`src/makf_pkg.sv`:
```
// Package of the motion alarm block: widths, codes and transaction types.
`default_nettype none

package makf_pkg;

	localparam int MAG_WIDTH     = 16;
	localparam int TICK_WIDTH    = 16;
	localparam int CFG_WIDTH     = 16;
	localparam int NOISE_WIDTH   = 15;
	localparam int CFG_IDX_WIDTH = 3;
	localparam int STATE_WIDTH   = 3;
	localparam int COUNT_WIDTH   = 16;

	// Q1.15 gain and variance
	localparam int GAIN_WIDTH    = 16;
	localparam int VAR_WIDTH     = 16;
	localparam int DIV_CNT_WIDTH = $clog2(GAIN_WIDTH);
	localparam int FRAC_BITS     = 15;

	// Common width for magnitude compares and the multiplier's second operand
	localparam int WIDE_WIDTH  = (MAG_WIDTH > CFG_WIDTH) ? MAG_WIDTH : CFG_WIDTH;
	localparam int TCMP_WIDTH  = (TICK_WIDTH > CFG_WIDTH) ? TICK_WIDTH : CFG_WIDTH;
	localparam int PROD_WIDTH  = GAIN_WIDTH + WIDE_WIDTH;

	localparam logic [GAIN_WIDTH-1:0] ONE_Q15  = GAIN_WIDTH'(1 << FRAC_BITS);
	localparam logic [VAR_WIDTH-1:0]  VAR_INIT = VAR_WIDTH'(1 << FRAC_BITS);
	localparam logic [PROD_WIDTH:0]   ROUND_HALF = (PROD_WIDTH + 1)'(1 << (FRAC_BITS - 1));

	typedef enum logic [STATE_WIDTH-1:0] {
		ST_DISARMED  = 3'd0,
		ST_ARMED     = 3'd1,
		ST_PRE_ALARM = 3'd2,
		ST_ALARM     = 3'd3,
		ST_RIDE      = 3'd4
	} alarm_state_t;

	typedef enum logic [2:0] {
		SEQ_IDLE,
		SEQ_PRED,
		SEQ_DIV,
		SEQ_MUL_GAIN,
		SEQ_MUL_VAR,
		SEQ_DECIDE,
		SEQ_OUT
	} seq_state_t;

	typedef enum logic [CFG_IDX_WIDTH-1:0] {
		CFG_THR_LO      = 3'd0,
		CFG_THR_HI      = 3'd1,
		CFG_ARM_DELAY   = 3'd2,
		CFG_PRE_TIMEOUT = 3'd3,
		CFG_PROC_NOISE  = 3'd4,
		CFG_MEAS_NOISE  = 3'd5
	} cfg_reg_t;

	typedef struct packed {
		logic                   mode;
		logic                   sample_present;
		logic [MAG_WIDTH-1:0]   magnitude;
		logic [STATE_WIDTH-1:0] commanded_state;
	} in_item_t;

	typedef struct packed {
		logic [STATE_WIDTH-1:0] machine_state;
		logic [MAG_WIDTH-1:0]   filtered_magnitude;
		logic [COUNT_WIDTH-1:0] alarm_total;
		logic                   state_changed;
	} out_item_t;

endpackage

`default_nettype wire

```
`src/motion_alarm_kalman_fsm_top.sv`:
```
// Motion alarm: scalar Kalman smoothing and a five-state alarm machine.
//
//   channel | direction | handshake              | payload
//   in      | input     | in_valid / in_stall    | in_data  (in_item_t)
//   out     | output    | out_valid / out_stall  | out_data (out_item_t)
//   cfg     | input     | cfg_we                 | cfg_index, cfg_data
//
// Host command or tick without sample: SEQ_IDLE goes to SEQ_OUT, where the result loads.
// Tick with sample: SEQ_PRED, SEQ_DIV (not for a zero denominator), SEQ_MUL_GAIN, SEQ_MUL_VAR,
// SEQ_DECIDE and SEQ_OUT; the 16-step radix-2 gain divider feeds one shared 16 x 16 multiplier.
// One transaction at a time: in_stall is high from accept until the result loads.
// A stalled result holds in the output register; the next input is taken meanwhile.
// arst_n restores the register defaults, DISARMED, and a cleared filter.
`default_nettype none

module motion_alarm_kalman_fsm_top
	import makf_pkg::*;
(
	input  wire logic                     clk,
	input  wire logic                     arst_n,
	input  wire logic                     in_valid,
	output logic                          in_stall,
	input  wire in_item_t                 in_data,
	output logic                          out_valid,
	input  wire logic                     out_stall,
	output out_item_t                     out_data,
	input  wire logic                     cfg_we,
	input  wire logic [CFG_IDX_WIDTH-1:0] cfg_index,
	input  wire logic [CFG_WIDTH-1:0]     cfg_data
);

	seq_state_t seq_q, seq_d;

	// configuration
	logic [CFG_WIDTH-1:0]   thr_lo_q, thr_hi_q, arm_delay_q, pre_timeout_q;
	logic [NOISE_WIDTH-1:0] proc_noise_q, meas_noise_q;

	// architectural state
	alarm_state_t           mst_q, before_q;
	logic [MAG_WIDTH-1:0]   est_q;
	logic [VAR_WIDTH-1:0]   var_q;
	logic [TICK_WIDTH-1:0]  tsa_q, tsp_q;
	logic [COUNT_WIDTH-1:0] cnt_q;

	// working registers of the filter
	logic [MAG_WIDTH-1:0]     z_q;
	logic [VAR_WIDTH-1:0]     ppred_q;
	logic [VAR_WIDTH:0]       den_q;
	logic [VAR_WIDTH+1:0]     rem_q;
	logic [GAIN_WIDTH-1:0]    k_q;
	logic [DIV_CNT_WIDTH-1:0] bit_q;
	logic                     dir_q;
	logic [PROD_WIDTH-1:0]    prod_q;

	out_item_t out_q;
	logic      out_valid_q;

	logic                   accept, out_load;
	logic [VAR_WIDTH:0]     ppred_sum, den_sum;
	logic                   div_ge;
	logic [VAR_WIDTH+1:0]   div_rem;
	logic                   diff_up;
	logic [MAG_WIDTH-1:0]   diff;
	logic [GAIN_WIDTH-1:0]  mul_a;
	logic [WIDE_WIDTH-1:0]  mul_b;
	logic [PROD_WIDTH:0]    rnd;
	logic [MAG_WIDTH-1:0]   step;
	logic [VAR_WIDTH-1:0]   var_new;
	logic [TICK_WIDTH-1:0]  tsa_inc, tsp_inc;
	logic                   est_gt_hi, est_gt_lo, arm_done, pre_expired;
	logic                   enter_en, enter_mach;
	alarm_state_t           enter_tgt;
	logic                   arm_entry;

	// datapath logic
	assign ppred_sum = {1'b0, var_q} + (VAR_WIDTH + 1)'(proc_noise_q);
	assign den_sum   = {1'b0, ppred_sum[VAR_WIDTH-1:0]} + (VAR_WIDTH + 1)'(meas_noise_q);
	assign div_ge    = rem_q >= {1'b0, den_q};
	assign div_rem   = div_ge ? (rem_q - {1'b0, den_q}) : rem_q;
	assign diff_up   = z_q >= est_q;
	assign diff      = diff_up ? (z_q - est_q) : (est_q - z_q);
	assign rnd       = {1'b0, prod_q} + ROUND_HALF;
	assign step      = rnd[FRAC_BITS +: MAG_WIDTH];
	assign var_new   = rnd[FRAC_BITS +: VAR_WIDTH];
	assign tsa_inc   = (&tsa_q) ? tsa_q : tsa_q + 1'b1;
	assign tsp_inc   = (&tsp_q) ? tsp_q : tsp_q + 1'b1;

	assign est_gt_hi   = WIDE_WIDTH'(est_q) > WIDE_WIDTH'(thr_hi_q);
	assign est_gt_lo   = WIDE_WIDTH'(est_q) > WIDE_WIDTH'(thr_lo_q);
	assign arm_done    = TCMP_WIDTH'(tsa_q) >= TCMP_WIDTH'(arm_delay_q);
	assign pre_expired = TCMP_WIDTH'(tsp_q) > TCMP_WIDTH'(pre_timeout_q);
	assign arm_entry   = enter_en && (enter_tgt != mst_q) && (enter_tgt == ST_ARMED);

	// shared multiplier operands: gain times distance, then (1 - gain) times p_pred
	always_comb begin
		if (seq_q == SEQ_MUL_GAIN) begin
			mul_a = k_q;
			mul_b = WIDE_WIDTH'(diff);
		end else begin
			mul_a = GAIN_WIDTH'({1'b0, ONE_Q15} - {1'b0, k_q});
			mul_b = WIDE_WIDTH'(ppred_q);
		end
	end

	assign accept   = in_valid && (seq_q == SEQ_IDLE);
	assign in_stall = (seq_q != SEQ_IDLE);
	assign out_load = (seq_q == SEQ_OUT) && (!out_valid_q || !out_stall);

	always_ff @(posedge clk or negedge arst_n) begin
		if (!arst_n) begin
			seq_q <= SEQ_IDLE;
		end else begin
			seq_q <= seq_d;
		end
	end

	// sequencer and state entry requests
	always_comb begin
		seq_d      = seq_q;
		enter_en   = 1'b0;
		enter_mach = 1'b0;
		enter_tgt  = mst_q;
		unique case (seq_q)
			SEQ_IDLE: begin
				if (accept) begin
					if (in_data.mode || !in_data.sample_present) begin
						seq_d = SEQ_OUT;
					end else begin
						seq_d = SEQ_PRED;
					end
					// drop unused command codes
					if (in_data.mode && (in_data.commanded_state <= STATE_WIDTH'(ST_RIDE))) begin
						enter_en  = 1'b1;
						enter_tgt = alarm_state_t'(in_data.commanded_state);
					end
				end
			end
			SEQ_PRED: begin
				seq_d = (den_sum == '0) ? SEQ_MUL_GAIN : SEQ_DIV;
			end
			SEQ_DIV: begin
				if (bit_q == '0) begin
					seq_d = SEQ_MUL_GAIN;
				end
			end
			SEQ_MUL_GAIN: seq_d = SEQ_MUL_VAR;
			SEQ_MUL_VAR:  seq_d = SEQ_DECIDE;
			SEQ_DECIDE: begin
				seq_d      = SEQ_OUT;
				enter_mach = 1'b1;
				priority if (mst_q == ST_ARMED && arm_done && est_gt_hi) begin
					enter_en  = 1'b1;
					enter_tgt = ST_ALARM;
				end else if (mst_q == ST_ARMED && arm_done && est_gt_lo) begin
					enter_en  = 1'b1;
					enter_tgt = ST_PRE_ALARM;
				end else if (mst_q == ST_PRE_ALARM && est_gt_hi) begin
					enter_en  = 1'b1;
					enter_tgt = ST_ALARM;
				end else if (mst_q == ST_PRE_ALARM && pre_expired) begin
					enter_en  = 1'b1;
					enter_tgt = ST_ARMED;
				end
			end
			SEQ_OUT: begin
				if (out_load) begin
					seq_d = SEQ_IDLE;
				end
			end
			default: seq_d = SEQ_IDLE;
		endcase
	end

	// configuration and architectural state
	always_ff @(posedge clk or negedge arst_n) begin
		if (!arst_n) begin
			thr_lo_q      <= CFG_WIDTH'(1229);
			thr_hi_q      <= CFG_WIDTH'(3277);
			arm_delay_q   <= CFG_WIDTH'(150);
			pre_timeout_q <= CFG_WIDTH'(500);
			proc_noise_q  <= NOISE_WIDTH'(328);
			meas_noise_q  <= NOISE_WIDTH'(3277);
			mst_q         <= ST_DISARMED;
			est_q         <= '0;
			var_q         <= VAR_INIT;
			tsa_q         <= '0;
			tsp_q         <= '0;
			cnt_q         <= '0;
			out_valid_q   <= 1'b0;
		end else begin
			if (cfg_we) begin
				unique case (cfg_index)
					CFG_THR_LO:      thr_lo_q      <= cfg_data;
					CFG_THR_HI:      thr_hi_q      <= cfg_data;
					CFG_ARM_DELAY:   arm_delay_q   <= cfg_data;
					CFG_PRE_TIMEOUT: pre_timeout_q <= cfg_data;
					CFG_PROC_NOISE:  proc_noise_q  <= cfg_data[NOISE_WIDTH-1:0];
					CFG_MEAS_NOISE:  meas_noise_q  <= cfg_data[NOISE_WIDTH-1:0];
					default: ;
				endcase
			end

			if (accept && !in_data.mode) begin
				tsa_q <= tsa_inc;
				tsp_q <= tsp_inc;
			end

			if (seq_q == SEQ_MUL_VAR) begin
				est_q <= dir_q ? (est_q + step) : (est_q - step);
			end

			if ((seq_q == SEQ_DECIDE) && !arm_entry) begin
				var_q <= var_new;
			end

			// entry side effects override the updates above
			if (enter_en && (enter_tgt != mst_q)) begin
				mst_q <= enter_tgt;
				unique case (enter_tgt)
					ST_ARMED: begin
						est_q <= '0;
						var_q <= VAR_INIT;
						tsa_q <= '0;
					end
					ST_PRE_ALARM: tsp_q <= '0;
					ST_ALARM: begin
						if (enter_mach) begin
							cnt_q <= cnt_q + 1'b1;
						end
					end
					default: ;
				endcase
			end

			if (out_load) begin
				out_valid_q <= 1'b1;
			end else if (!out_stall) begin
				out_valid_q <= 1'b0;
			end
		end
	end

	// filter working registers and output payload
	always_ff @(posedge clk) begin
		if (accept) begin
			z_q      <= in_data.magnitude;
			before_q <= mst_q;
		end
		if (seq_q == SEQ_PRED) begin
			ppred_q <= ppred_sum[VAR_WIDTH-1:0];
			den_q   <= den_sum;
			rem_q   <= {2'b00, ppred_sum[VAR_WIDTH-1:0]};
			k_q     <= (den_sum == '0) ? ONE_Q15 : '0;
			bit_q   <= DIV_CNT_WIDTH'(GAIN_WIDTH - 1);
		end
		if (seq_q == SEQ_DIV) begin
			// one quotient bit per cycle; low dividend bits are zero
			k_q   <= {k_q[GAIN_WIDTH-2:0], div_ge};
			rem_q <= {div_rem[VAR_WIDTH:0], 1'b0};
			bit_q <= bit_q - 1'b1;
		end
		if (seq_q == SEQ_MUL_GAIN) begin
			dir_q <= diff_up;
		end
		if (seq_q == SEQ_MUL_GAIN || seq_q == SEQ_MUL_VAR) begin
			prod_q <= PROD_WIDTH'(mul_a * mul_b);
		end
		if (out_load) begin
			out_q.machine_state      <= STATE_WIDTH'(mst_q);
			out_q.filtered_magnitude <= est_q;
			out_q.alarm_total        <= cnt_q;
			out_q.state_changed      <= (mst_q != before_q);
		end
	end

	assign out_valid = out_valid_q;
	assign out_data  = out_q;

endmodule

`default_nettype wire

```
`config.mk`:
```
export PLATFORM = sky130hd
export DESIGN_NAME = motion_alarm_kalman_fsm_top
export DESIGN_NICKNAME = d
export VERILOG_FILES = /design/src/makf_pkg.sv /design/src/motion_alarm_kalman_fsm_top.sv
export SDC_FILE = /design/constraint.sdc
export NUM_CORES = 1
export LEC_CHECK = 0
export ABC_AREA = 0
export BUFFER_PORTS_ARGS = -buffer_cell sky130_fd_sc_hd__buf_2
export CORE_UTILIZATION = 62
export DETAILED_ROUTE_END_ITERATION = 16
export PLACE_DENSITY = 0.78
export SKIP_LAST_GASP = 1
export SYNTH_ARGS = -nofsm -noshare
export SYNTH_HDL_FRONTEND = slang
export SYNTH_SLANG_ARGS = --single-unit
```
`constraint.sdc`:
```
create_clock -name clk -period 12.3 [get_ports clk]
set_input_delay 1.845 -clock clk [delete_from_list [all_inputs] [get_ports clk]]
set_output_delay 1.845 -clock clk [all_outputs]
set_load 0.005 [all_outputs]
```
## Word level (Yosys, flattened, before mapping)

Index checks and enable logic that the tools add are counted.
Widths: inputs -> output; s select.

| word-level totals | value |
|---|---|
| bits in latches | 0 |
| word-level logic and storage cells | 156 |
| bits in writable memories | 0 |
| bits in read-only memories | 0 |
| bits in registers | 339 |
| output and inout port bits | 38 |
| input port bits | 45 |
| memories kept | 0 |

| operators by class | value |
|---|---|
| $lt $le $gt $ge | 7 |
| mux-type cells | 49 |
| shift operators | 0 |
| bitwise operators | 0 |
| equal/unequal tests | 22 |
| multiply operators | 1 |
| add/sub/neg operators | 13 |
| reduce and logical (&&, ||, !) cells | 36 |
| divide/modulo/power cells | 0 |

Operators by type and width:

| cell | count |
|---|---|
| $mux 16 | 21 |
| $add 16x1->16 const B | 3 |
| $gt 16x16->1 | 3 |
| $sub 16x16->16 | 3 |
| $mux 18 | 2 |
| $ge 16x16->1 | 2 |
| $reduce_and 16->1 | 2 |
| $add 31x15->31 const B | 1 |
| $mul 16x16->31 | 1 |
| $mux 3 | 10 |
| $eq 3x2->1 const B | 7 |
| $pmux 3 s7 | 1 |
| $ge 18x17->1 | 1 |
| $add 16x15->17 | 1 |
| $logic_not 17->1 | 1 |
| $mux 17 | 1 |
| $sub 17x17->17 | 1 |
| $add 16x15->16 | 1 |
| $add 16x16->16 | 1 |
| $sub 16x16->16 const A | 1 |
| $eq 3x3->1 const B | 5 |
| $eq 3x1->1 const B | 4 |
| $logic_and 1x1->1 | 12 |
| $reduce_and 2->1 | 6 |
| 16 further kinds | 37 |

## Depth between registers and ports, before layout

| logic depth | value |
|---|---|
| word-level depth | 15 |
| depth in mapped cells | 40 |
| mapped depth without buffers | 37 |

## Worst setup path after synthesis

OpenSTA, ideal clock, no wires.

| timing path | value |
|---|---|
| path type | register to register |
| start point | register est_q[0] |
| end point | register prod_q[30], data pin |
| data arrival time | 7.831 ns |
| setup time | 0.261 ns |
| data required time | 12.039 ns |
| stages on the path, launching flop included | 32 |
| slack | 4.208 ns |
| buffers on the path | 0 |
| period minus slack after synthesis | 8.092 ns |
| path through | dfrtp_1 -> inv_1 -> ha_1 -> inv_1 -> fa_1 -> a21o_1 -> a21o_1 -> a21o_1 -> a21oi_1 -> o221ai_1 -> a211o_1 -> a31o_2 -> xnor2_1 -> o21ai_1 -> nand2_1 -> fa_1 -> fa_1 -> inv_1 -> fa_1 -> fa_1 -> fa_1 -> inv_1 -> fa_1 -> inv_1 -> ha_1 -> a21o_1 -> a21oi_1 -> o21bai_1 -> a221oi_4 -> o2111ai_1 -> a21oi_1 -> xnor2_1 |

| between the ends | value |
|---|---|
| word-level cells in the longest chain between the ends | 4 |
| elaborated cells between the ends (all ways) | 6 |
| those cells by class | 2 x add/sub; 1 x mul; 1 x order compare; 2 x mux |

RTL lines:

| what | line | source |
|---|---|---|
| start: declaration | motion_alarm_kalman_fsm_top.sv:40 | `logic [MAG_WIDTH-1:0] est_q;` |
| start signal: assignment | motion_alarm_kalman_fsm_top.sv:209 | `est_q <= dir_q ? (est_q + step) : (est_q - step);` |
| $sub 16x16->16 / $ge 16x16->1 (equally long branches) | motion_alarm_kalman_fsm_top.sv:81, motion_alarm_kalman_fsm_top.sv:80 |  |
| $mux 16 * | motion_alarm_kalman_fsm_top.sv:81 | `assign diff = diff_up ? (z_q - est_q) : (est_q - z_q);` |
| $mux 16 * | motion_alarm_kalman_fsm_top.sv:96 | `if (seq_q == SEQ_MUL_GAIN) begin` |
| $mul 16x16->31 * | motion_alarm_kalman_fsm_top.sv:266 | `prod_q <= PROD_WIDTH'(mul_a * mul_b);` |
| end signal: assignment | motion_alarm_kalman_fsm_top.sv:266 |  |
| end: declaration | motion_alarm_kalman_fsm_top.sv:53 | `logic [PROD_WIDTH-1:0] prod_q;` |

Every way passes the cells marked *; elsewhere a longest branch is shown, timed or not.
A chain may end at the register's enable or synchronous reset.

## Worst setup path in the final report

| timing path | value |
|---|---|
| start point | register est_q[1] |
| end point | register prod_q[27], data pin |

Same word-level chain as after synthesis.

==> impl_summary.md <==
Worst setup path
The number of cells on the worst reg-to-reg path is 29. STA classifies the critical path endpoint as a register. The element type at the critical path start is a register. The worst register-to-register path ends at prod_q[27]. For the worst setup path, the data required time is between 10 and 15 ns. The slack of the worst reg-to-reg path is 2.39 ns. Data arrives at the worst endpoint at around 10 ns. Counting both buffers and inverters, the worst setup path holds a total of 3. The reg-to-reg critical path startpoint is est_q[1]. In this run the worst path has a maximum fanout of 16. The cell family contributing the most delay on the critical path is adder cells. The slowest stage of the critical path belongs to the cell o21ai_1. In this design, the stage delay of the slowest critical-path cell is around 1.1 ns.

In this run the number of cells on the critical path is 29. By instance count, the cell type seen most on the critical path is fa_1. The critical path is of the reg2reg type.

Yosys
After synthesis, the cell types taking the most area are edfxtp_1 16%, fa_1 15%, dfrtp_1 13%. The synthesized design devotes to its leading area cell type 15.7% of total area. After synthesis, the share of flip-flops with an asynchronous set or reset is between 50% and 60%. The mean cell area of the mapped netlist is between 9 and 10 sq um. Summed over all instances, the cell type with the most area after synthesis is edfxtp_1.

The count of flip-flops with a built-in enable after synthesis is 143. The count of synthesis-stage warnings from yosys is 0. The sequential fraction of the synthesis area is ~33%. The area of the mapped netlist is approximately 27,000 sq um. When the netlist entered floorplanning its net count stood at between 3,000 and 4,000.

Counting flops and latches in the post-synthesis netlist gives 325. In the synthesized netlist the dominant register cell turns out to be dfrtp_1. Yosys mapped the design onto between 90 and 100 distinct sky130hd cell types.

The count of mapped cells out of synthesis is roughly 2,800.

Worst hold path
The startpoint of the worst hold path is cnt_q[15]. The class of the tightest hold or removal check is reg2reg. The hold path endpoint is cnt_q[15].

The count of cells along the worst hold path is 1.

Global route
The maximum number of pins on one net before global-route repair is ~110. The initial antenna violation count is 2. The aggregate global routing overflow is 0.

For this run, the total global-route usage over all layers was measured as roughly a third. The first global-routing pass estimated 115,000 um of wire. The number of global-route vias before repair is 21,700.

Finish
In the final layout, the share of cells above drive strength 1 is roughly 10%. In the final design database the tool counted approximately 3,400 nets. The library cells used most frequently in the layout, excluding fill and tap cells, are 377 x inv_1, 288 x nand2_1, 261 x ha_1. The finished cells cover approximately 30,000 sq um. The most common cell after layout, fill and taps aside is inv_1. For this run, the share of the core covered by cells in the final layout is roughly 70%.

Once layout is complete, the cells apart from fillers number approximately 3,500. The area added between synthesis and finish is 8.32%.

Clock tree
For this design, the sink count on the clock tree is roughly 330. The clock latency on the worst-skew pair is 0.59 ns. TritonCTS built the clock tree. The number of buffers created by CTS is 38. No sink is reached through more buffers than the 3 on the longest clock path. The count of instances resized after the clock tree is built is 0. In this run the number of H-tree levels came out at 2. After clock tree synthesis, the clock-pin slew on the worst setup and hold paths is about 0.060 ns. Buffers inserted to repair hold after CTS numbered 0. The root buffer cell is clkbuf_16. The post-CTS setup buffer count is 0.

Drt
After detailed routing, the average wire length per cell comes to ~21 um. The number of design rule violations left after detail routing is 0. The total length of routed wires is roughly 72,000 um. The final route contains around 21,000 vias. For this run, the detailed router's first-pass iteration total came to 5. The number of nets still failing antenna checks after routing is 0.

The initial DRC count is between 1,500 and 2,000. The vias per cell is ~6.

Floorplanning
The floorplan die area is approximately 45,000 sq um. In this run the horizontal extent of the chip is approximately 210 um. For this design the top-level I/O count stands at 83. The row count is 76.

The initial utilization of the core area, before any placement, comes to between 60% and 70%. The die height is between 200 and 250 um. The floorplan step defined a core boundary enclosing around 43,000 sq um.

Timing
The number of hold violations in the final report is 0. The worst-case clock skew is 0.0388 ns. Timing would allow up to between 100 and 150 MHz. The worst slew margin relative to its limit is approximately 8.7%.

At the pin with the least slew margin, the transition time is between 1 and 1.5 ns. The final cycle utilization of the critical path is between 80 and 90%. Setup repair after global routing left no endpoint under its margin. The final total negative setup slack is 0 ns.

The number of failing setup endpoints in the final timing report is 0. The final max-slew violation count is 0. Subtracting the final worst setup slack from the clock period gives 9.91 ns.

Placement
Summing all placed instances gives a cell area of ~28,000 sq um. The number of I/O port buffers is ~80. The HPWL after detailed placement is ~55,000 um. At the end of routability-driven placement, the weighted congestion stood at just under 1. After detailed placement, the design holds a cell count of about 3,400.

Outcome
The run finished with clean final reports.

Flow run
Across the run, the number of max-cap violations was 0.
[how the worst max path moves through the flow]
stage | to | start | slack (ns)
finish | prod_q[27] | est_q[1] | 2.39
global route | prod_q[27] | est_q[7] | 1.84
CTS | prod_q[27] | est_q[1] | 2.52
detailed placement | prod_q[27] | est_q[1] | 2.44
global placement | prod_q[27] | est_q[1] | 2.74
floorplan | prod_q[30] | est_q[0] | 4.21
[final cells by class]
class	instances	area [sq um]
Timing Repair Buffer	108	612
Multi-Input combinational cell	2030	16700
Clock inverter	13	194
Clock buffer	57	1070
Inverter	380	1430
Antenna cell	1	2.50
Sequential cell	325	8890
Fill cell	3265	13700
Tap cell	585	732
[stage by stage]
| step | setup WS (ns) | hold WS [ns] |
|---|---|---|
| floorplan | 4.21 | 0.437 |
| global placement | 2.74 | 0.459 |
| detailed placement | 2.44 | 0.477 |
| CTS | 2.52 | 0.486 |
| global route | 1.84 | 0.502 |
| finish | 2.39 | 0.478 |
[worst reg2reg max path, delay by kind of cell (launching register included)]
family                     cells  cell delay, ns
adders and majority gates      8            3.76
AOI/OAI and AO/OA             12            3.29
and+or+nand+nor                4            1.16
DFF                            1            0.56
xor gates and xnor gates       2            0.33
buffers and inverters          3            0.54
[flip-flops by register name (all words and copies together) (netlist names), 17 cells and up]
register,count
rem_q,18
den_q,17
out_data,36
prod_q,17
[Yosys cell counts, drive strengths merged (5+ instances only)]
master   instances
nand4           40
o21ai          116
mux2            55
nor4b            7
o22ai            5
ha             261
nor2b           17
dfstp           34
inv            378
xnor2          116
nor2           247
nor4             9
nor3            58
mux2i           25
nand2          288
o21a            21
nand2b          17
xor2            68
fa             198
and3            40
a21boi           5
and4             5
o211ai          15
a21o            38
o31ai           11
nand3           50
buf             30
edfxtp         143
clkbuf          58
or3             10
or2             11
dfrtp          147
o2bb2ai          9
o2111ai          6
o21bai          15
nand3b           6
a21oi          135
a31oi           23
a211oi          16
and2            36
[cell families after synthesis]
family | share of synthesized area [%]
AND/OR/NAND/NOR | 14.6
adder cells (fa/ha/maj) | 26.5
XOR/XNOR | 5.93
AO/OA/AOI/OAI | 10.6
buffers and inverters | 6.68
multiplexers | 3.20
flip-flops | 32.5
[routing by layer]
layer | vias to the layer above | track usage (%) | share of wire, %
li1 | 9618 | - | -
met1 | 10300 | 43.0 | 41
met2 | 924 | 55.9 | 48
met3 | 215 | 4.81 | 7.2
met4 | 4 | 15.0 | 4.5
met5 | - | 0 | 0.037
Power is not shown: default switching activity piles up to over one toggle a cycle in this logic, so the estimate is an artifact.
